$ cat config.mk
export PLATFORM = sky130hd
export DESIGN_NAME = trp_outq
export DESIGN_NICKNAME = d
export VERILOG_FILES = /design/src/rtl/trp_pkg.sv /design/src/rtl/trp_outq.sv
export SDC_FILE = /design/constraint.sdc
export NUM_CORES = 1
export LEC_CHECK = 0
export ABC_AREA = 0
export BUFFER_PORTS_ARGS = -buffer_cell sky130_fd_sc_hd__buf_2
export CAP_MARGIN = 0
export CORE_UTILIZATION = 45
export DETAILED_ROUTE_END_ITERATION = 6
export GPL_TIMING_DRIVEN = 0
export PLACE_DENSITY = 0.69
export RECOVER_POWER = 100
export REMOVE_ABC_BUFFERS = 1
export SYNTH_ARGS = -nofsm -noshare
export SYNTH_HDL_FRONTEND = slang
export SYNTH_SLANG_ARGS = --single-unit
$ cat constraint.sdc
create_clock -name clk -period 4.6 [get_ports clk]
set_input_delay 0.92 -clock clk [delete_from_list [all_inputs] [get_ports clk]]
set_output_delay 0.92 -clock clk [all_outputs]
set_load 0.005 [all_outputs]
$ cat src/rtl/trp_pkg.sv
// ----------------------------------------------------------------------------
// trp_pkg
// Types, constants and codes shared by the token repetition penalty unit.
// ----------------------------------------------------------------------------
package trp_pkg;

	localparam int LOGIT_W    = 32;
	localparam int TOKEN_W    = 16;
	localparam int OCC_W      = 11;
	localparam int OP_W       = 2;
	localparam int PEN_W      = 16;
	localparam int WIN_W      = 11;
	localparam int VOCAB_W    = 17;
	localparam int CFG_IDX_W  = 3;
	localparam int CFG_DATA_W = 17;

	localparam int HISTORY_DEPTH_DEF = 1024;
	localparam int VOCAB_DEPTH_DEF   = 65536;
	localparam int FQ_DEPTH          = 4;
	localparam int OQ_DEPTH          = 2;

	localparam logic [PEN_W-1:0]   REPEAT_UNITY   = 16'd256;
	localparam logic [VOCAB_W-1:0] VOCAB_SIZE_RST = 17'h10000;
	localparam logic [OCC_W-1:0]   OCC_MAX        = 11'h7FF;

	typedef enum logic [OP_W-1:0] {
		OP_RECORD = 2'd0,
		OP_ADJUST = 2'd1,
		OP_CLEAR  = 2'd2
	} op_t;

	typedef enum logic [CFG_IDX_W-1:0] {
		CFG_REPEAT = 3'd0,
		CFG_FREQ   = 3'd1,
		CFG_PRES   = 3'd2,
		CFG_WINDOW = 3'd3,
		CFG_VOCAB  = 3'd4
	} cfg_idx_t;

	typedef enum logic [1:0] {
		KIND_RECORD,
		KIND_ADJUST,
		KIND_CLEAR
	} kind_t;

	typedef enum logic [3:0] {
		ST_CLEAR,
		ST_IDLE,
		ST_REC_OLD,
		ST_REC_OLDCNT,
		ST_REC_DEC,
		ST_REC_NEW,
		ST_REC_INC,
		ST_AD_START,
		ST_AD_CNT,
		ST_AD_SCAN,
		ST_AD_MUL,
		ST_AD_DIV,
		ST_AD_SCALE,
		ST_AD_SUM,
		ST_AD_OUT
	} state_t;

	typedef struct packed {
		logic [OP_W-1:0]           operation;
		logic [TOKEN_W-1:0]        token;
		logic signed [LOGIT_W-1:0] logit_value;
	} req_t;

	typedef struct packed {
		logic signed [LOGIT_W-1:0] adjusted_logit;
		logic [TOKEN_W-1:0]        logit_token;
		logic [OCC_W-1:0]          occurrences;
		logic                      saturated;
	} res_t;

	typedef struct packed {
		kind_t                     kind;
		logic [TOKEN_W-1:0]        token;
		logic signed [LOGIT_W-1:0] logit;
	} item_t;

	typedef struct packed {
		logic [PEN_W-1:0]        repeat_penalty;
		logic signed [PEN_W-1:0] freq_pen;
		logic signed [PEN_W-1:0] pres_pen;
		logic [WIN_W-1:0]        window_length;
		logic [VOCAB_W-1:0]      vocab_size;
	} cfg_t;

	typedef struct packed {
		logic  valid;
		item_t item;
	} fq_head_t;

endpackage

$ cat src/rtl/trp_outq.sv
// ----------------------------------------------------------------------------
// trp_outq
// Result queue between the sequencer and the consumer.
// ----------------------------------------------------------------------------
module trp_outq (
	input  logic          clk,
	input  logic          arst_n,
	input  logic          res_push,
	input  trp_pkg::res_t res_in,
	output logic          res_room,
	output logic          empty,
	input  logic          pop,
	output trp_pkg::res_t result
);

	localparam int PW = $clog2(trp_pkg::OQ_DEPTH);

	trp_pkg::res_t q_mem [trp_pkg::OQ_DEPTH];
	logic [PW-1:0] rd_q;
	logic [PW-1:0] wr_q;
	logic [PW:0]   cnt_q;
	logic          wr_en;
	logic          rd_en;

	assign res_room = cnt_q != (PW+1)'(trp_pkg::OQ_DEPTH);
	assign empty    = cnt_q == '0;
	assign result   = q_mem[rd_q];
	assign wr_en    = res_push && res_room;
	assign rd_en    = pop && !empty;

	always_ff @(posedge clk) begin
		if (wr_en) begin
			q_mem[wr_q] <= res_in;
		end
	end

	always_ff @(posedge clk or negedge arst_n) begin
		if (!arst_n) begin
			rd_q  <= '0;
			wr_q  <= '0;
			cnt_q <= '0;
		end else begin
			if (wr_en) begin
				wr_q <= wr_q + PW'(1);
			end
			if (rd_en) begin
				rd_q <= rd_q + PW'(1);
			end
			if (wr_en && !rd_en) begin
				cnt_q <= cnt_q + (PW+1)'(1);
			end else if (rd_en && !wr_en) begin
				cnt_q <= cnt_q - (PW+1)'(1);
			end
		end
	end

endmodule

# ---- Yosys cells after proc, flatten, opt, wreduce, memory -nomap -nowiden
# Memories as Yosys holds them, arrays and structs flattened.
# Index checks and enable logic that the tools add are counted.
dict set report word_totals {
  n_memories 1
  elab_cells 22
  mem_bits_ro 0
  latchBits 0
  reg_bits 4
  ramBits 120
}
dict set report op_classes {
  order_cmp 0
  n_shift 0
  n_reduce_logical 9
  mux 4
  mul 0
  div 0
  n_eq_ne 1
  addsub 4
  bitwise_logic 0
}
# name words word_bits rd rd_clocked_by_memory_dff wr line
set memory_table {}
lappend memory_table {q_mem 2 60 1 0 1 trp_outq.sv:18} ;# trp_pkg::res_t q_mem [trp_pkg::OQ_DEPTH];
# op count
set op_table {}
lappend op_table {{1-bit logical AND} 4}
lappend op_table {{2-bit 2-to-1 mux} 2}
lappend op_table {{1-bit logical NOT} 3}
lappend op_table {{1-bit adder, second input constant} 2}
lappend op_table {{2-bit by 1-bit adder with 2-bit output, second input constant} 1}
lappend op_table {{2-bit logical NOT} 1}
lappend op_table {{1-bit 2-to-1 mux} 2}
lappend op_table {{2-bit inequality test, second input constant} 1}
lappend op_table {{2-bit nonzero test} 1}
lappend op_table {{2-bit by 1-bit subtractor with 2-bit output, second input constant} 1}

# ---- Depth between registers and ports, before layout
dict set report logic_depth {
  depth_word 6
  mapped_depth 7
  mapped_depth_nobuf 7
}

# ---- Worst setup path after synthesis
# Ideal clock, no wire load.
dict set report synth_path {
  kind {input to register}
  startpoint {input port res_push}
  endpoint {memory q_mem[0][0] (netlist name) (enable)}
  stages 2
  n_path_buf 0
  t_arrival_ns 3.520
  required_time_ns 4.122
  path_slack_ns 0.602
  setup_time_ns 0.478
  cell_sequence {nand2_1 > nor2_1}
}
dict set report synth_via {
  elab_chain_cells 3
}
# item line
set synth_rtl {}
lappend synth_rtl {{start: declaration} trp_outq.sv:8} ;# input logic res_push,
lappend synth_rtl {{1-bit logical AND} trp_outq.sv:28} ;# assign wr_en = res_push && res_room;
lappend synth_rtl {{1-bit 2-to-1 mux} trp_outq.sv:32} ;# if (wr_en) begin
lappend synth_rtl {{1-bit 2-to-1 mux (implied by the code)} trp_outq.sv:33} ;# q_mem[wr_q] <= res_in;
lappend synth_rtl {{end: declaration} trp_outq.sv:18}
# Every way passes these cells.

# ---- Final worst setup path
dict set report layout_path {
  startpoint {register cnt_q[0]}
  endpoint {memory q_mem[0][46] (netlist name) (enable)}
}
dict set report layout_via {
  elab_chain_cells 4
}
# item line
set layout_rtl {}
lappend layout_rtl {{start: declaration} trp_outq.sv:21} ;# logic [PW:0] cnt_q;
lappend layout_rtl {{start signal: assignment} trp_outq.sv:50} ;# cnt_q <= cnt_q + (PW+1)'(1);
lappend layout_rtl {{start signal: assignment} trp_outq.sv:52} ;# cnt_q <= cnt_q - (PW+1)'(1);
lappend layout_rtl {{2-bit inequality test} trp_outq.sv:25} ;# assign res_room = cnt_q != (PW+1)'(trp_pkg::OQ_DEPTH);
lappend layout_rtl {{1-bit logical AND} trp_outq.sv:28}
lappend layout_rtl {{1-bit 2-to-1 mux} trp_outq.sv:32}
lappend layout_rtl {{1-bit 2-to-1 mux (implied by the code)} trp_outq.sv:33}
# Every way passes these cells.

==> results.md <==
- Status: finished, violations left
- Failing checks: max-capacitance violations, max-slew violations
- Iteration-0 DRC Markers: 75
- Final ANT Viol Nets: 0
- CP required: 4.79 ns
- Core area: 10,400 um^2
- Drt pass-1 iters: 4
- Gate count of the mapped netlist: 205
- Htree depth: 4
- Final hold vios: 0
- Pwr dens: 631 nW/um^2
- Gates resized, CTS repair: 0
- Die area: 11,100 um^2
- Post-route minimum period: 3.30 ns
- Layout Area Growth over Synthesis: 20.0%
- CP Class: reg -> reg
- Via-per-instance ratio: 4.65
- Crit Path Max Fanout: 31
- Slew @ Worst Pin: 2.82 ns
- Syn Std Cell Area: 4820 um^2
- Critical Path Start Type: flip-flop
- Crit path capture type: flip-flop
- Finished Layout Cells: 491
- I/O Buffers: 125
- Hold Path Class: in -> async
- Commonest non-fill, non-tap cells in the layout: edfxtp_1 (120), buf_2 (95), mux2_1 (58), clkbuf_1 (32), clkbuf_16 (16)
- Via Count: 2,285
- Wire per inst: 15.6 um
- Fin crit share: 71.6%
- Starting density of the core: 46.5%
- Post-layout nets: 409
- CTS Hold Bufs: 0
- Global-route wire length before repair: 11,900 um
- DRC viols: 0
- Layout cells sized above 1: 35.5%
- Power, Total: 0.00365 W
- Clk root buf: clkbuf_8
- All-Layer GR Usage: 14.6%
- Fmax: 303 MHz
- Clock Tree Buf Depth: 2
- Netlist cell types: 15
- Register bit total from synthesis: 124
- Commonest non-fill, non-tap cell in the layout: edfxtp_1
- Fin Clk Skew: 0.00667 ns
- Vias in the first global route: 2,456
- Routability cong.: 0.654
- Cell Rows: 37
- Placed Instances: 461
- Clock Pin Slew Worst Setup and Hold Paths: 0.05 ns
- IO Pins: 126
- GRT overflow: 0
- Count of final setup violators: 0
- Total CTS buffers: 17
- Syn_area_per_cell: 23.5 um^2
- Critical path data arrival time: 3.48 ns
- RSZ-0062 raised after global routing: no
- Detailed Route WL: 7640 um
- Die X: 106 um
- Die Ht: 106 um
- Latest clock arrival within the worst-skew pair: 0.50 ns
- Leakage: 2.13 nW
- Initial antenna violation count: 0
- Setup WS pre-CTS: 2.05 ns
- CTS tree: yes
- Clock tree sinks: 124
- Ant. Diodes: 0
- Largest net degree at the start of global routing: 61
- Sequential-to-total area share from yosys stat: 76.8%
- Worst slew margin: -88.2%
- Slew Limit Fails: 91
- Post-DP HPWL: 4730 um
- Worst setup margin: 1.30 ns
- Largest vdd supply drop: 0.439 mV
- Number of max-cap violations: 2
- Warnings from Yosys: 0
- Post-CTS setup buffers: 0
synth_stat cells:
library cell	count	share of area (%)
edfxtp_1	120	75
mux2_4	59	18
buf_12	6	2.5
dfrtp_1	4	2.1
nor2_1	3	0.23
xnor2_1	3	0.54
xor2_1	2	0.36
and3_1	1	0.13
buf_6	1	0.23
ha_1	1	0.26
inv_1	1	0.078
mux2_2	1	0.23
nand2_1	1	0.078
nand2b_1	1	0.13
o21ai_1	1	0.10
flip-flops by register name, summed over array words and instances (netlist names):
signal / flops
q_mem: 120
cnt_q: 2
rd_q: 1
wr_q: 1
layer usage:
layer  up-vias  share of wire, %  track usage [%]
met5         -                 0                0
met1      1104                42             16.5
met3         7               6.6             6.00
met4         0               1.1             6.25
li1       1087                 -                -
met2        87                51             24.3
critical path: stages (launching register included):
cell and delay, ns:
dfrtp_1 0.43, nand2b_1 0.17, nand2_1 0.11, nor2_1 1.96
buf_12 0.29
cell type report:
cell class | count | area [um^2]
multi-input cells | 73 | 768
flip-flops and latches | 124 | 3710
inverters | 1 | 3.75
fillers | 888 | 4580
well taps | 136 | 170
clock buffers | 20 | 425
repair buffers | 127 | 637
clock inverters | 10 | 77.6
through the flow:
| stage | instance area (um^2) | setup TNS, ns | utilization, % | hold slack, ns |
|---|---|---|---|---|
| 2_1_floorplan | 4690 | 0 | - | 0.461 |
| 3_3_place_gp | 5490 | -56.33 | 52.9 | 0.480 |
| 3_5_place_dp | 5550 | 0 | 53.5 | 0.525 |
| 4_1_cts | 6060 | 0 | 58.4 | 0.189 |
| 5_1_grt | 5790 | 0 | 55.8 | 0.219 |
| 6_report | 5790 | 0 | 55.8 | 0.245 |
worst paths after layout:
path                                 startpoint  slack (ns)  cells past startpoint                     end
max                        cnt_q[0]$_DFFE_PN0P_        1.30                      4  q_mem[0][46]$_DFFE_PP_
min                                      arst_n        0.24                      1    cnt_q[0]$_DFFE_PN0P_
max reg2reg                cnt_q[0]$_DFFE_PN0P_        1.30                      4  q_mem[0][46]$_DFFE_PP_
min reg2reg                    wr_q$_DFFE_PN0P_        0.50                      1        wr_q$_DFFE_PN0P_
max in group asynchronous                arst_n        4.14                      1        rd_q$_DFFE_PN0P_
min in group clk               wr_q$_DFFE_PN0P_        0.50                      1        wr_q$_DFFE_PN0P_
power by group:
group | internal [W] | switching (W) | leakage [nW]
registers | 0.00157 | 0.000109 | 1.16
clock network | 0.000698 | 0.000428 | 0.245
logic | 0.000415 | 0.000434 | 0.728
total | 0.00268 | 0.000971 | 2.13
kinds of logic after synthesis:
| group | after synthesis | share of synthesized area (%) |
|---|---|---|
| buffers and inverters | 8 | 2.80 |
| and+or+nand+nor | 6 | 0.571 |
| xor gates and xnor gates | 5 | 0.908 |
| muxes | 60 | 18.6 |
| AOI/OAI and AO/OA | 1 | 0.104 |
| adders and majority gates | 1 | 0.259 |
| DFF | 124 | 76.8 |
Power figures use the tool's default switching activity.
