<file path="src/rtl/trp_pkg.sv">
// ----------------------------------------------------------------------------
// trp_pkg
// Types, constants and codes shared by the token repetition penalty unit.
// ----------------------------------------------------------------------------
package trp_pkg;

	localparam int LOGIT_W    = 32;
	localparam int TOKEN_W    = 16;
	localparam int OCC_W      = 11;
	localparam int OP_W       = 2;
	localparam int PEN_W      = 16;
	localparam int WIN_W      = 11;
	localparam int VOCAB_W    = 17;
	localparam int CFG_IDX_W  = 3;
	localparam int CFG_DATA_W = 17;

	localparam int HISTORY_DEPTH_DEF = 1024;
	localparam int VOCAB_DEPTH_DEF   = 65536;
	localparam int FQ_DEPTH          = 4;
	localparam int OQ_DEPTH          = 2;

	localparam logic [PEN_W-1:0]   REPEAT_UNITY   = 16'd256;
	localparam logic [VOCAB_W-1:0] VOCAB_SIZE_RST = 17'h10000;
	localparam logic [OCC_W-1:0]   OCC_MAX        = 11'h7FF;

	typedef enum logic [OP_W-1:0] {
		OP_RECORD = 2'd0,
		OP_ADJUST = 2'd1,
		OP_CLEAR  = 2'd2
	} op_t;

	typedef enum logic [CFG_IDX_W-1:0] {
		CFG_REPEAT = 3'd0,
		CFG_FREQ   = 3'd1,
		CFG_PRES   = 3'd2,
		CFG_WINDOW = 3'd3,
		CFG_VOCAB  = 3'd4
	} cfg_idx_t;

	typedef enum logic [1:0] {
		KIND_RECORD,
		KIND_ADJUST,
		KIND_CLEAR
	} kind_t;

	typedef enum logic [3:0] {
		ST_CLEAR,
		ST_IDLE,
		ST_REC_OLD,
		ST_REC_OLDCNT,
		ST_REC_DEC,
		ST_REC_NEW,
		ST_REC_INC,
		ST_AD_START,
		ST_AD_CNT,
		ST_AD_SCAN,
		ST_AD_MUL,
		ST_AD_DIV,
		ST_AD_SCALE,
		ST_AD_SUM,
		ST_AD_OUT
	} state_t;

	typedef struct packed {
		logic [OP_W-1:0]           operation;
		logic [TOKEN_W-1:0]        token;
		logic signed [LOGIT_W-1:0] logit_value;
	} req_t;

	typedef struct packed {
		logic signed [LOGIT_W-1:0] adjusted_logit;
		logic [TOKEN_W-1:0]        logit_token;
		logic [OCC_W-1:0]          occurrences;
		logic                      saturated;
	} res_t;

	typedef struct packed {
		kind_t                     kind;
		logic [TOKEN_W-1:0]        token;
		logic signed [LOGIT_W-1:0] logit;
	} item_t;

	typedef struct packed {
		logic [PEN_W-1:0]        repeat_penalty;
		logic signed [PEN_W-1:0] freq_pen;
		logic signed [PEN_W-1:0] pres_pen;
		logic [WIN_W-1:0]        window_length;
		logic [VOCAB_W-1:0]      vocab_size;
	} cfg_t;

	typedef struct packed {
		logic  valid;
		item_t item;
	} fq_head_t;

endpackage

</file>
<file path="src/rtl/trp_front.sv">
// ----------------------------------------------------------------------------
// trp_front
// Request intake: classifies each request and queues the ones with work.
// ----------------------------------------------------------------------------
module trp_front (
	input  logic             clk,
	input  logic             arst_n,
	input  logic             push,
	output logic             full,
	input  trp_pkg::req_t    request,
	input  logic             hold,
	output trp_pkg::fq_head_t head,
	input  logic             item_pop
);

	localparam int PW = $clog2(trp_pkg::FQ_DEPTH);

	trp_pkg::item_t q_mem [trp_pkg::FQ_DEPTH];
	logic [PW-1:0]  rd_q;
	logic [PW-1:0]  wr_q;
	logic [PW:0]    cnt_q;
	logic           keep;
	trp_pkg::item_t new_item;
	logic           wr_en;
	logic           rd_en;

	always_comb begin
		keep          = 1'b1;
		new_item.kind = trp_pkg::KIND_RECORD;
		unique case (request.operation)
			trp_pkg::OP_RECORD: new_item.kind = trp_pkg::KIND_RECORD;
			trp_pkg::OP_ADJUST: new_item.kind = trp_pkg::KIND_ADJUST;
			trp_pkg::OP_CLEAR:  new_item.kind = trp_pkg::KIND_CLEAR;
			default:            keep = 1'b0;
		endcase
		new_item.token = request.token;
		new_item.logit = request.logit_value;
	end

	assign full       = (cnt_q == (PW+1)'(trp_pkg::FQ_DEPTH)) || hold;
	assign wr_en      = push && !full && keep;
	assign head.valid = cnt_q != '0;
	assign head.item  = q_mem[rd_q];
	assign rd_en      = item_pop && head.valid;

	always_ff @(posedge clk) begin
		if (wr_en) begin
			q_mem[wr_q] <= new_item;
		end
	end

	always_ff @(posedge clk or negedge arst_n) begin
		if (!arst_n) begin
			rd_q  <= '0;
			wr_q  <= '0;
			cnt_q <= '0;
		end else begin
			if (wr_en) begin
				wr_q <= wr_q + PW'(1);
			end
			if (rd_en) begin
				rd_q <= rd_q + PW'(1);
			end
			if (wr_en && !rd_en) begin
				cnt_q <= cnt_q + (PW+1)'(1);
			end else if (rd_en && !wr_en) begin
				cnt_q <= cnt_q - (PW+1)'(1);
			end
		end
	end

endmodule

</file>
<file path="config.mk">
export PLATFORM = sky130hd
export DESIGN_NAME = trp_front
export DESIGN_NICKNAME = d
export VERILOG_FILES = /design/src/rtl/trp_pkg.sv /design/src/rtl/trp_front.sv
export SDC_FILE = /design/constraint.sdc
export NUM_CORES = 1
export LEC_CHECK = 0
export BUFFER_PORTS_ARGS = -buffer_cell sky130_fd_sc_hd__buf_4
export CAP_MARGIN = 15
export CORE_MARGIN = 2
export CORE_UTILIZATION = 25
export CTS_BUF_LIST = sky130_fd_sc_hd__clkbuf_16
export DETAILED_ROUTE_END_ITERATION = 8
export PLACE_DENSITY = 0.49
export RECOVER_POWER = 100
export SETUP_SLACK_MARGIN = 0.4
export SLEW_MARGIN = 20
export SYNTH_ARGS = -nofsm -noshare
export SYNTH_HDL_FRONTEND = slang
export SYNTH_SLANG_ARGS = --single-unit
</file>
<file path="constraint.sdc">
create_clock -name clk -period 2.6 [get_ports clk]
set_clock_uncertainty 0.05 [all_clocks]
set_input_delay 0.26 -clock clk [delete_from_list [all_inputs] [get_ports clk]]
set_output_delay 0.26 -clock clk [all_outputs]
set_load 0.01 [all_outputs]
</file>
Word-level counts from Yosys, hierarchy flattened --
Memories as Yosys holds them, arrays and structs flattened. Index checks and enable logic that the tools add are counted.
Word-level totals: memories 1, bits in registers 7, input port bits 55, logic and storage cells 30, memory bits (writable) 200, latch bits 0, memory bits (read-only) 0, output and inout bits 52
Memories:
- q_mem | words 4, width 50, rd ports 1, clocked after memory_dff 0, write ports 1, RTL line trp_front.sv:18 | trp_pkg::item_t q_mem [trp_pkg::FQ_DEPTH];
Cells by class: divide/modulo/power cells 0, bitwise logic cells 0, reductions and logical operators 13, shifts and indexed selects 0, add/sub/neg operators 4, magnitude comparators 0, $mul 0, equal/unequal tests 3, multiplexer cells 6
Operator list (number):
- $mux W3 | 2
- $logic_and A1 B1 Y1 | 5
- $add A2 B1 Y2 const B | 2
- $pmux W2 S2 | 1
- $add A3 B1 Y3 const B | 1
- $eq A3 B3 Y1 const B | 1
- $logic_not A1 Y1 | 3
- $mux W1 | 3
- $reduce_bool A3 Y1 | 1
- $reduce_or A3 Y1 | 1
- $sub A3 B1 Y3 const B | 1
- $eq A2 B1 Y1 const B | 1
- $eq A2 B2 Y1 const B | 1
- $logic_not A2 Y1 | 1
- $reduce_bool A2 Y1 | 1
- $logic_or A1 B1 Y1 | 1

Depth between registers and ports, before layout --
Gate-level depths: netlist of the first run.
depth after elaboration 9, mapped depth 8, gate-level depth less buffers 8

Worst setup path before layout of the first run --
No wires, ideal clock.
path type register to register, from reg cnt_q[0], to mem q_mem[2][0] in the netlist's numbering, enable pin, path slack 35 ps, data arrival time 2103 ps, path buffers 0, required time 2137 ps, cell stages (with the launch flop) 4, cells stage by stage dfrtp_1 > nor2_1 > a211oi_4 > and2_1
On the way: word-level cells in the longest chain between the ends 7
RTL lines:
- from (decl) | RTL line trp_front.sv:21 | logic [PW:0] cnt_q;
- from (signal assigned) | RTL line trp_front.sv:65 | cnt_q <= cnt_q + (PW+1)'(1);
- from (signal assigned) | RTL line trp_front.sv:67 | cnt_q <= cnt_q - (PW+1)'(1);
- $eq A3 B3 Y1 | RTL line trp_front.sv:40 | assign full = (cnt_q == (PW+1)'(trp_pkg::FQ_DEPTH)) || hold;
- $logic_or A1 B1 Y1 | RTL line trp_front.sv:40
- $logic_not A1 Y1 | RTL line trp_front.sv:41 | assign wr_en = push && !full && keep;
- $logic_and A1 B1 Y1 (2 in a row) | RTL line trp_front.sv:41
- via wr_en | RTL line trp_front.sv:24 | logic wr_en;
- $mux W1 | RTL line trp_front.sv:47 | if (wr_en) begin
- $mux W1 (not written as such) | RTL line trp_front.sv:48 | q_mem[wr_q] <= new_item;
- to (decl) | RTL line trp_front.sv:18
The timed path passes the listed nets, and every way through them passes these cells.

==> results of run 1 <==
==> flip-flops by register name (all words and copies together) (netlist names) <==
register / flops
rd_q: 2
q_mem: 200
cnt_q: 3
wr_q: 2
==> power breakdown <==
group | internal [mW] | switching (mW)
Sequential | 4.00 | 0.137
Combinational | 1.61 | 1.48
Clock | 1.89 | 1.33
Total | 7.50 | 2.95
==> timing repair <==
item	CTS	global route
buffers inserted	8	1
gates cloned	2	2
gates resized for setup	7	18
endpoints found under the setup margin	51	51
endpoints found under the hold margin	201	0
hold buffers	50	0
==> worst max-delay path, cell delays in order, from the launching register on <==
cell      delay (ns)
dfrtp_4         0.43
buf_12          0.15
clkbuf_2        0.24
mux4_2          0.57
buf_6           0.14
==> per-stage QoR <==
| step | setup slack, ns | hold slack (ns) |
|---|---|---|
| floorplan | 0.498 | -0.0856 |
| global placement | 0.470 | 0.0266 |
| detailed placement | 0.400 | 0.0327 |
| CTS | 0.299 | 0.0179 |
| global route | 0.167 | 0.0988 |
| finish | 0.250 | 0.0891 |
==> cell families after synthesis <==
kind of cell    share of synthesized area [%]
compound gates                          0.489
flops                                    80.6
xor+xnor                                0.685
buf+inv                                  1.32
fa+ha+maj                                1.08
simple gates                            0.816
mux                                      15.0
==> synth_stat cells <==
| master | count |
|---|---|
| xor2_1 | 2 |
| a21o_1 | 1 |
| and2b_1 | 1 |
| dfrtp_1 | 7 |
| mux2_4 | 1 |
| and2_2 | 1 |
| clkbuf_1 | 1 |
| inv_1 | 3 |
| nand2_1 | 1 |
| a21bo_1 | 1 |
| or3_1 | 1 |
| nor2_1 | 2 |
| buf_2 | 6 |
| a211oi_4 | 1 |
| mux4_2 | 50 |
| fa_1 | 1 |
| edfxtp_1 | 200 |
| nor2b_1 | 1 |
| and2_1 | 3 |
| nand3_1 | 1 |
| xnor2_1 | 4 |
| buf_6 | 5 |
| ha_1 | 5 |
| mux2_2 | 1 |
==> metal layers <==
layer	share of wire (%)	vias to the layer above	routed length [um]
met5	0	-	0
met1	44	1984	7190
met4	3.2	0	523
met2	49	86	8080
li1	-	1674	-
met3	4.1	31	673
==> final cells by class <==
class | instances | area [um^2] | area share [%]
clock inverter | 20 | 173 | 1.68
multi-input combinational | 78 | 1390 | 13.5
inverter | 3 | 11.3 | 0.110
clock buffer | 24 | 601 | 5.85
sequential | 207 | 6190 | 60.3
timing repair buffer | 183 | 1410 | 13.7
tap | 396 | 495 | 4.83
==> path summary, 6_finish.rpt <==
check                                     startpoint                endpoint  slack [ns]  cells after the start
worst max register to register  cnt_q[0]$_DFFE_PN0P_  q_mem[1][47]$_DFFE_PP_        0.37                      6
min in group asynchronous                     arst_n    cnt_q[0]$_DFFE_PN0P_        0.15                      2
max in group asynchronous                     arst_n     rd_q[1]$_DFFE_PN0P_        2.01                      2
worst max-delay path             rd_q[0]$_DFFE_PN0P_                head[41]        0.25                      4
worst min register to register  cnt_q[2]$_DFFE_PN0P_    cnt_q[2]$_DFFE_PN0P_        0.51                      1
worst min-delay path                     request[49]  q_mem[2][48]$_DFFE_PP_        0.09                      2
==> cell usage in the layout (no fill, tap or decap), types with 8 or more instances in the layout <==
cell             n
edfxtp_1       200
mux4_2          50
clkbuf_16       26
buf_4           16
buf_12          11
dlygate4sd3_1   50
clkbuf_1        93
inv_1            8
==> results.sh, run 1 <==
export IMPL_status="completed"
export IMPL_gr_total_overflow=0
export IMPL_antenna_cells=0
export IMPL_dieArea_um2=32100
export IMPL_fillers=2939
export IMPL_finalPower_mw=10.5
export IMPL_clk_pin_slew_ns=0.06
export IMPL_drive_gt1_share_pct=26.0
export IMPL_p_leak_nw=3.32
export IMPL_synth_cells=300
export IMPL_first_global_vias=4132
export IMPL_drtIter0Drc=179
export IMPL_syn_num_nets=361
export IMPL_grtUsageMet3_pct=2.06
export IMPL_place_hpwl_um=9610
export IMPL_slew_headroom_pct=63.4
export IMPL_start_util_pct=25.2
export IMPL_crit_fanout=7
export IMPL_final_setup_tns_ns=0
export IMPL_max_cap_violations=0
export IMPL_grt_start_max_net_pins=23
export IMPL_area_growth_syn_to_layout_pct=33.8
export IMPL_cts_inserted_buffers=24
export IMPL_grt_antenna_before_repair=0
export IMPL_vias=3775
export IMPL_finalHoldViolations=0
export IMPL_cts_sinks=207
export IMPL_worstSetupEndpointType="output pin"
export IMPL_rsz0062_at_grt="yes"
export IMPL_design_area_um2=10300
export IMPL_io_pins=107
export IMPL_via_per_inst=4.14
export IMPL_io_buffers=106
export IMPL_fp_coreArea_um2=30400
export IMPL_clock_latency_ns=0.51
export IMPL_hold_class="input port to flop"
export IMPL_ys_warn_count=0
export IMPL_grtUsageTotal_pct=10.1
export IMPL_met2_usage_pct=17.2
export IMPL_post_synth_cell_area_avg_um2=25.6
export IMPL_synth_top_area_cell="edfxtp_1"
export IMPL_utilization_pct=33.7
export IMPL_ys_seq_area_share_pct=80.6
export IMPL_routedWlPerCell_um=18.1
export IMPL_grt_busiest_layer="met2"
export IMPL_powerDensity_nw_per_um2=1020
export IMPL_nNetsFinal=558
export IMPL_wl_um=16500
export IMPL_worst_setup_path_start_kind="flop"
export IMPL_dr_pass1_iters=4
export IMPL_cp_arrival_ns=2.04
export IMPL_crit_type="flop to output pin"
export IMPL_yosysTopAreaCellShare_pct=78.3
export IMPL_period_share_pct=90.4
export IMPL_use_met1_pct=12.9
export IMPL_slew_viol_final=0
export IMPL_htree_levels=1
export IMPL_synth_area_um2=7670
export IMPL_max_freq_ghz=0.425
export IMPL_ctsRootBufferMaster="clkbuf_16"
export IMPL_synth_cell_types=24
export IMPL_final_cells=911
export IMPL_worst_slew_pin_slew_ns=0.550
export IMPL_required_ns=2.29
export IMPL_num_rows=64
export IMPL_dpl_cell_count=804
export IMPL_drcViolationCount=0
export IMPL_postRouteAntennaNets=0
export IMPL_setup_viol_count_final=0
export IMPL_ys_ff_latch=207
export IMPL_synth_area_top_cells="edfxtp_1 78%, mux4_2 15%, dfrtp_1 2.3%"
export IMPL_grt_pass1_wl_um=24200
export IMPL_die_h_um=179
export IMPL_clk_path_buf_depth=3
export IMPL_die_x_um=179
export IMPL_ir_drop_mv=0.626
export IMPL_placed_cell_area_um2=9130
export IMPL_min_period_ns=2.35
export IMPL_gp_congestion=0.657
export IMPL_cts_tree="built"
Power figures use the tool's default switching activity.
==> run 2: changes to the inputs <==
--- a/config.mk
+++ b/config.mk
@@ -16,3 +16,2 @@
 export SETUP_SLACK_MARGIN = 0.4
-export SLEW_MARGIN = 20
 export SYNTH_ARGS = -nofsm -noshare
==> constraint.sdc (replaced) <==
create_clock -name clk -period 2.6 [get_ports clk]
set_clock_uncertainty 0.05 [all_clocks]
set_input_delay 0.52 -clock clk [delete_from_list [all_inputs] [get_ports clk]]
set_output_delay 0.52 -clock clk [all_outputs]
set_load 0.01 [all_outputs]
==> run 2 against run 1 <==
Against the previous run: critical path depth unchanged; hold slack improved by 0.14 ns; cell count decreased by 5.5%; register-to-register slack got worse by 0.16 ns.
==> results.sh, run 2 (synthesis results as in run 1) <==
export IMPL_ir_drop_mv=0.478
export IMPL_grt_pass1_wl_um=23700
export IMPL_gp_congestion=0.677
export IMPL_path_common_cell="buf_12"
export IMPL_final_common_cell="edfxtp_1"
export IMPL_setup_viol_count_final=0
export IMPL_antenna_cells=0
export IMPL_nNetsFinal=508
export IMPL_slew_viol_final=0
export IMPL_cp_cell_sequence="buf_12, buf_12, mux4_2, clkbuf_2"
export IMPL_fp_coreArea_um2=30400
export IMPL_max_freq_ghz=0.400
export IMPL_die_h_um=179
export IMPL_grt_start_max_net_pins=52
export IMPL_switching_share_pct=26.8
export IMPL_grtUsageTotal_pct=9.97
export IMPL_ff_latch_area_um2=6190
export IMPL_clk_path_buf_depth=3
export IMPL_utilization_pct=32.3
export IMPL_max_cap_violations=0
export IMPL_postRouteAntennaNets=0
export IMPL_num_rows=64
export IMPL_max_stage_delay_ns=0.54
export IMPL_top_regs="q_mem x200, cnt_q x3"
export IMPL_powerDensity_nw_per_um2=1090
export IMPL_period_share_pct=96.2
export IMPL_p_leak_nw=3.19
export IMPL_final_setup_tns_ns=0
export IMPL_drive_gt1_share_pct=30.5
export IMPL_drcViolationCount=0
export IMPL_ctsRootBufferMaster="clkbuf_16"
export IMPL_seq_power_share_pct=38.5
export IMPL_grt_antenna_before_repair=1
export IMPL_largest_reg_flops=200
export IMPL_place_hpwl_um=9720
export IMPL_first_global_vias=3956
export IMPL_hold_class="input port to flop"
export IMPL_gr_total_overflow=0
export IMPL_via_per_inst=4.16
export IMPL_slew_headroom_pct=65.5
export IMPL_drtIter0Drc=144
export IMPL_worst_slew_pin_slew_ns=0.518
export IMPL_io_buffers=106
export IMPL_crit_type="flop to output pin"
export IMPL_multi_input_area_um2=1380
export IMPL_worstSetupStartpoint="rd_q[0]$_DFFE_PN0P_"
export IMPL_rsz0062_at_grt="yes"
export IMPL_hold_start="request[27]"
export IMPL_io_pins=107
export IMPL_fillers=2965
export IMPL_clk_pin_slew_ns=0.06
export IMPL_cts_sinks=207
export IMPL_start_util_pct=25.2
export IMPL_htree_levels=1
export IMPL_p_comb_share_pct=28.8
export IMPL_dr_pass1_iters=4
export IMPL_final_cells=861
export IMPL_internal_power_mw=7.82
export IMPL_min_period_ns=2.50
export IMPL_cts_tree="built"
export IMPL_hold_worst_slack_ns=0.225
export IMPL_largest_register="q_mem"
export IMPL_r2r_start="cnt_q[1]$_DFFE_PN0P_"
export IMPL_worstSetupEndpointType="output pin"
export IMPL_slowest_stage="mux4_2"
export IMPL_crit_fanout=7
export IMPL_die_x_um=179
export IMPL_clkPwrFrac_pct=32.7
export IMPL_required_ns=2.03
export IMPL_status="completed"
export IMPL_worst_setup_path_start_kind="flop"
export IMPL_cp_arrival_ns=1.93
export IMPL_cts_inserted_buffers=24
export IMPL_wl_um=16100
export IMPL_vias=3585
export IMPL_dieArea_um2=32100
export IMPL_dpl_cell_count=805
export IMPL_routedWlPerCell_um=18.7
export IMPL_most_common_layout_cells="200 x edfxtp_1, 82 x clkbuf_1, 50 x mux4_2, 28 x clkbuf_16, 13 x buf_4"
export IMPL_finalHoldViolations=0
export IMPL_area_growth_syn_to_layout_pct=28.0
export IMPL_clock_latency_ns=0.50
export IMPL_p_switching_mw=2.86
==> run 2: layer usage <==
metal | track usage (%) | vias up | wire, um
li1 | - | 1575 | -
met1 | 13.5 | 1885 | 7350
met2 | 15.9 | 95 | 7550
met3 | 2.50 | 28 | 904
met4 | 2.82 | 2 | 293
met5 | 0 | - | 12
==> run 2: final timing paths <==
| check | end | slack, ns | cells past startpoint |
|---|---|---|---|
| min reg2reg | cnt_q[2]$_DFFE_PN0P_ | 0.51 | 1 |
| max | head[48] | 0.1 | 4 |
| min in group asynchronous | cnt_q[0]$_DFFE_PN0P_ | 0.44 | 2 |
| min | q_mem[3][27]$_DFFE_PP_ | 0.23 | 1 |
| max reg2reg | q_mem[1][36]$_DFFE_PP_ | 0.21 | 5 |
| max in group asynchronous | rd_q[0]$_DFFE_PN0P_ | 1.67 | 2 |
==> run 2: critical path, delay by kind of cell (launching register included) <==
kind	cells	cell delay, ns
flip-flops	1	0.44
buffers and inverters	3	0.45
multiplexers	1	0.54
==> run 2: repair_timing <==
action / 4_1_cts / 5_1_grt
setup endpoints to repair: 51 / 52
resized for setup: 15 / 35
endpoints found under the hold margin: 7 / 0
hold buffers: 1 / 0
buffers inserted: 8 / 0
cloned: 0 / 3
==> run 2: final cells by class <==
type / instances / area share (%)
clock buffers: 25 / 6.37
multi-input cells: 78 / 14.0
well taps: 396 / 5.05
repair buffers: 133 / 9.23
inverters: 3 / 0.115
flip-flops and latches: 207 / 63.0
clock inverters: 19 / 2.19
==> run 2: power groups by stage <==
| stage | clock, mW | combinational (mW) | sequential (mW) |
|---|---|---|---|
| 3_3_place_gp | 0 | 3.05 | 4.24 |
| 3_5_place_dp | 0 | 3.07 | 4.26 |
| 4_1_cts | 3.61 | 3.43 | 4.11 |
| 6_report | 3.49 | 3.08 | 4.11 |
| 2_1_floorplan | 0 | 1.76 | 4.14 |
| 5_1_grt | 3.73 | 3.35 | 4.14 |
==> run 2: per-stage QoR <==
| step | setup WS [ns] | total power, mW | area (um^2) |
|---|---|---|---|
| after global placement | 0.348 | 7.28 | 9160 |
| after detailed placement | 0.341 | 7.34 | 9160 |
| final | 0.0999 | 10.7 | 9820 |
| after CTS | 0.0327 | 11.2 | 10200 |
| after floorplan | 0.409 | 5.90 | 7670 |
| after global routing | 0.0273 | 11.2 | 9820 |
==> run 3: changes to the inputs <==
CORE_UTILIZATION = 32   (was 25)
PLACE_DENSITY = 0.57   (was 0.49)
REMOVE_ABC_BUFFERS = 1   (was default)
==> run 3 against run 2 <==
Against the previous run: global-route usage rose by 2.0 points; critical path depth unchanged; total power shrank 2.6%; combinational power up 15%; die area down 21%.
==> results.sh, run 3 (synthesis results as in run 1) <==
export IMPL_start_util_pct=32.7
export IMPL_required_ns=2.03
export IMPL_finalHoldViolations=0
export IMPL_largest_register="q_mem"
export IMPL_first_global_vias=3997
export IMPL_powerDensity_nw_per_um2=1060
export IMPL_clk_pin_slew_ns=0.06
export IMPL_vias=3538
export IMPL_status="completed"
export IMPL_drcViolationCount=0
export IMPL_io_pins=107
export IMPL_clock_latency_ns=0.49
export IMPL_grtUsageTotal_pct=11.9
export IMPL_htree_levels=1
export IMPL_placed_cell_area_um2=8990
export IMPL_clk_path_buf_depth=3
export IMPL_nNetsFinal=503
export IMPL_gr_total_overflow=0
export IMPL_rr_worst_depth=8
export IMPL_rsz0062_at_grt="yes"
export IMPL_postRouteAntennaNets=0
export IMPL_place_hpwl_um=8810
export IMPL_fp_coreArea_um2=23500
export IMPL_drive_gt1_share_pct=36.7
export IMPL_period_share_pct=97.7
export IMPL_top_regs="q_mem x200, cnt_q x3"
export IMPL_seq_power_share_pct=39.8
export IMPL_switching_share_pct=26.8
export IMPL_slew_headroom_pct=69.5
export IMPL_cts_inserted_buffers=22
export IMPL_cp_arrival_ns=1.97
export IMPL_wl_um=15200
export IMPL_min_period_ns=2.54
export IMPL_setup_viol_count_final=0
export IMPL_max_freq_ghz=0.394
export IMPL_antenna_cells=0
export IMPL_num_rows=56
export IMPL_most_common_layout_cells="200 x edfxtp_1, 51 x clkbuf_1, 50 x mux4_2, 50 x buf_6, 24 x clkbuf_16"
export IMPL_worstSetupEndpointType="output pin"
export IMPL_slew_viol_final=0
export IMPL_die_x_um=159
export IMPL_largest_reg_flops=200
export IMPL_final_common_cell="edfxtp_1"
export IMPL_grt_pass1_wl_um=23200
export IMPL_routedWlPerCell_um=19.8
export IMPL_cts_tree="built"
export IMPL_design_area_um2=9790
export IMPL_internal_power_mw=7.61
export IMPL_dpl_cell_count=726
export IMPL_worst_slew_pin_slew_ns=0.458
export IMPL_p_comb_share_pct=34.0
export IMPL_area_growth_syn_to_layout_pct=27.6
export IMPL_p_switching_mw=2.79
export IMPL_dieArea_um2=25200
export IMPL_max_cap_violations=0
export IMPL_io_buffers=106
export IMPL_utilization_pct=41.7
export IMPL_drtIter0Drc=187
export IMPL_grt_antenna_before_repair=1
export IMPL_ctsRootBufferMaster="clkbuf_16"
export IMPL_worst_setup_path_start_kind="flop"
export IMPL_die_h_um=159
export IMPL_p_leak_nw=3.24
export IMPL_hold_class="input port to flop"
export IMPL_cts_sinks=207
export IMPL_finalPower_mw=10.4
export IMPL_via_per_inst=4.59
export IMPL_hold_depth=1
export IMPL_gp_congestion=0.649
export IMPL_crit_fanout=7
export IMPL_ir_drop_mv=0.420
export IMPL_grt_start_max_net_pins=52
export IMPL_crit_type="flop to output pin"
export IMPL_dr_pass1_iters=4
export IMPL_clkPwrFrac_pct=26.3
export IMPL_final_cells=771
-- run 3: routing by layer --
layer  routed length [um]  GRT usage (%)  share of wire, %
met1                 6570           15.3                43
met2                 7590           20.4                50
met3                  826           3.00               5.4
met4                  242           2.96               1.6
met5                   11              0             0.072
-- run 3: worst paths after layout --
check	start	to	slack, ns
hold / removal	request[11]	q_mem[3][11]$_DFFE_PP_	0.24
min in group asynchronous	arst_n	cnt_q[2]$_DFFE_PN0P_	0.44
setup / recovery	rd_q[0]$_DFFE_PN0P_	head[11]	0.06
max in group asynchronous	arst_n	rd_q[0]$_DFFE_PN0P_	1.70
hold reg to reg	cnt_q[2]$_DFFE_PN0P_	cnt_q[2]$_DFFE_PN0P_	0.54
setup reg to reg	cnt_q[0]$_DFFE_PN0P_	cnt_q[2]$_DFFE_PN0P_	0.46
-- run 3: worst max-delay path: stages (launching register included) --
cell and delay (ns):
dfrtp_4 0.53, buf_12 0.15, clkbuf_16 0.16, mux4_2 0.51, buf_6 0.14
-- run 3: power groups by stage --
stage / clock [mW] / sequential (mW) / combinational [mW]
finish: 2.73 / 4.14 / 3.53
global route: 2.96 / 4.17 / 3.79
CTS: 2.84 / 4.15 / 3.37
detailed placement: 0 / 4.21 / 3.01
global placement: 0 / 4.19 / 2.99
floorplan: 0 / 4.42 / 1.40
-- run 3: timing repair --
| action | in CTS | in global routing |
|---|---|---|
| hold buffers | 1 | 0 |
| setup buffers | 5 | 2 |
| endpoints found under the hold margin | 7 | 0 |
| gates cloned | 2 | 1 |
| endpoints found under the setup margin | 51 | 51 |
| gates resized for setup | 19 | 37 |
-- run 3: area by class of cell --
type / count / area [um^2]
Clock buffer: 23 / 576
Clock inverter: 11 / 47.5
Fill cell: 2095 / 13700
Inverter: 3 / 11.3
Multi-Input combinational cell: 78 / 1400
Sequential cell: 207 / 6190
Tap cell: 319 / 399
Timing Repair Buffer: 130 / 1170
-- run 3: stage by stage --
step	setup slack (ns)	setup TNS (ns)	hold WS [ns]
floorplan	-0.740	-63.05	0.174
global placement	0.315	0	0.293
detailed placement	0.287	0	0.297
CTS	0.00476	0	0.154
global route	-0.0112	-0.0300	0.236
finish	0.0598	0	0.241
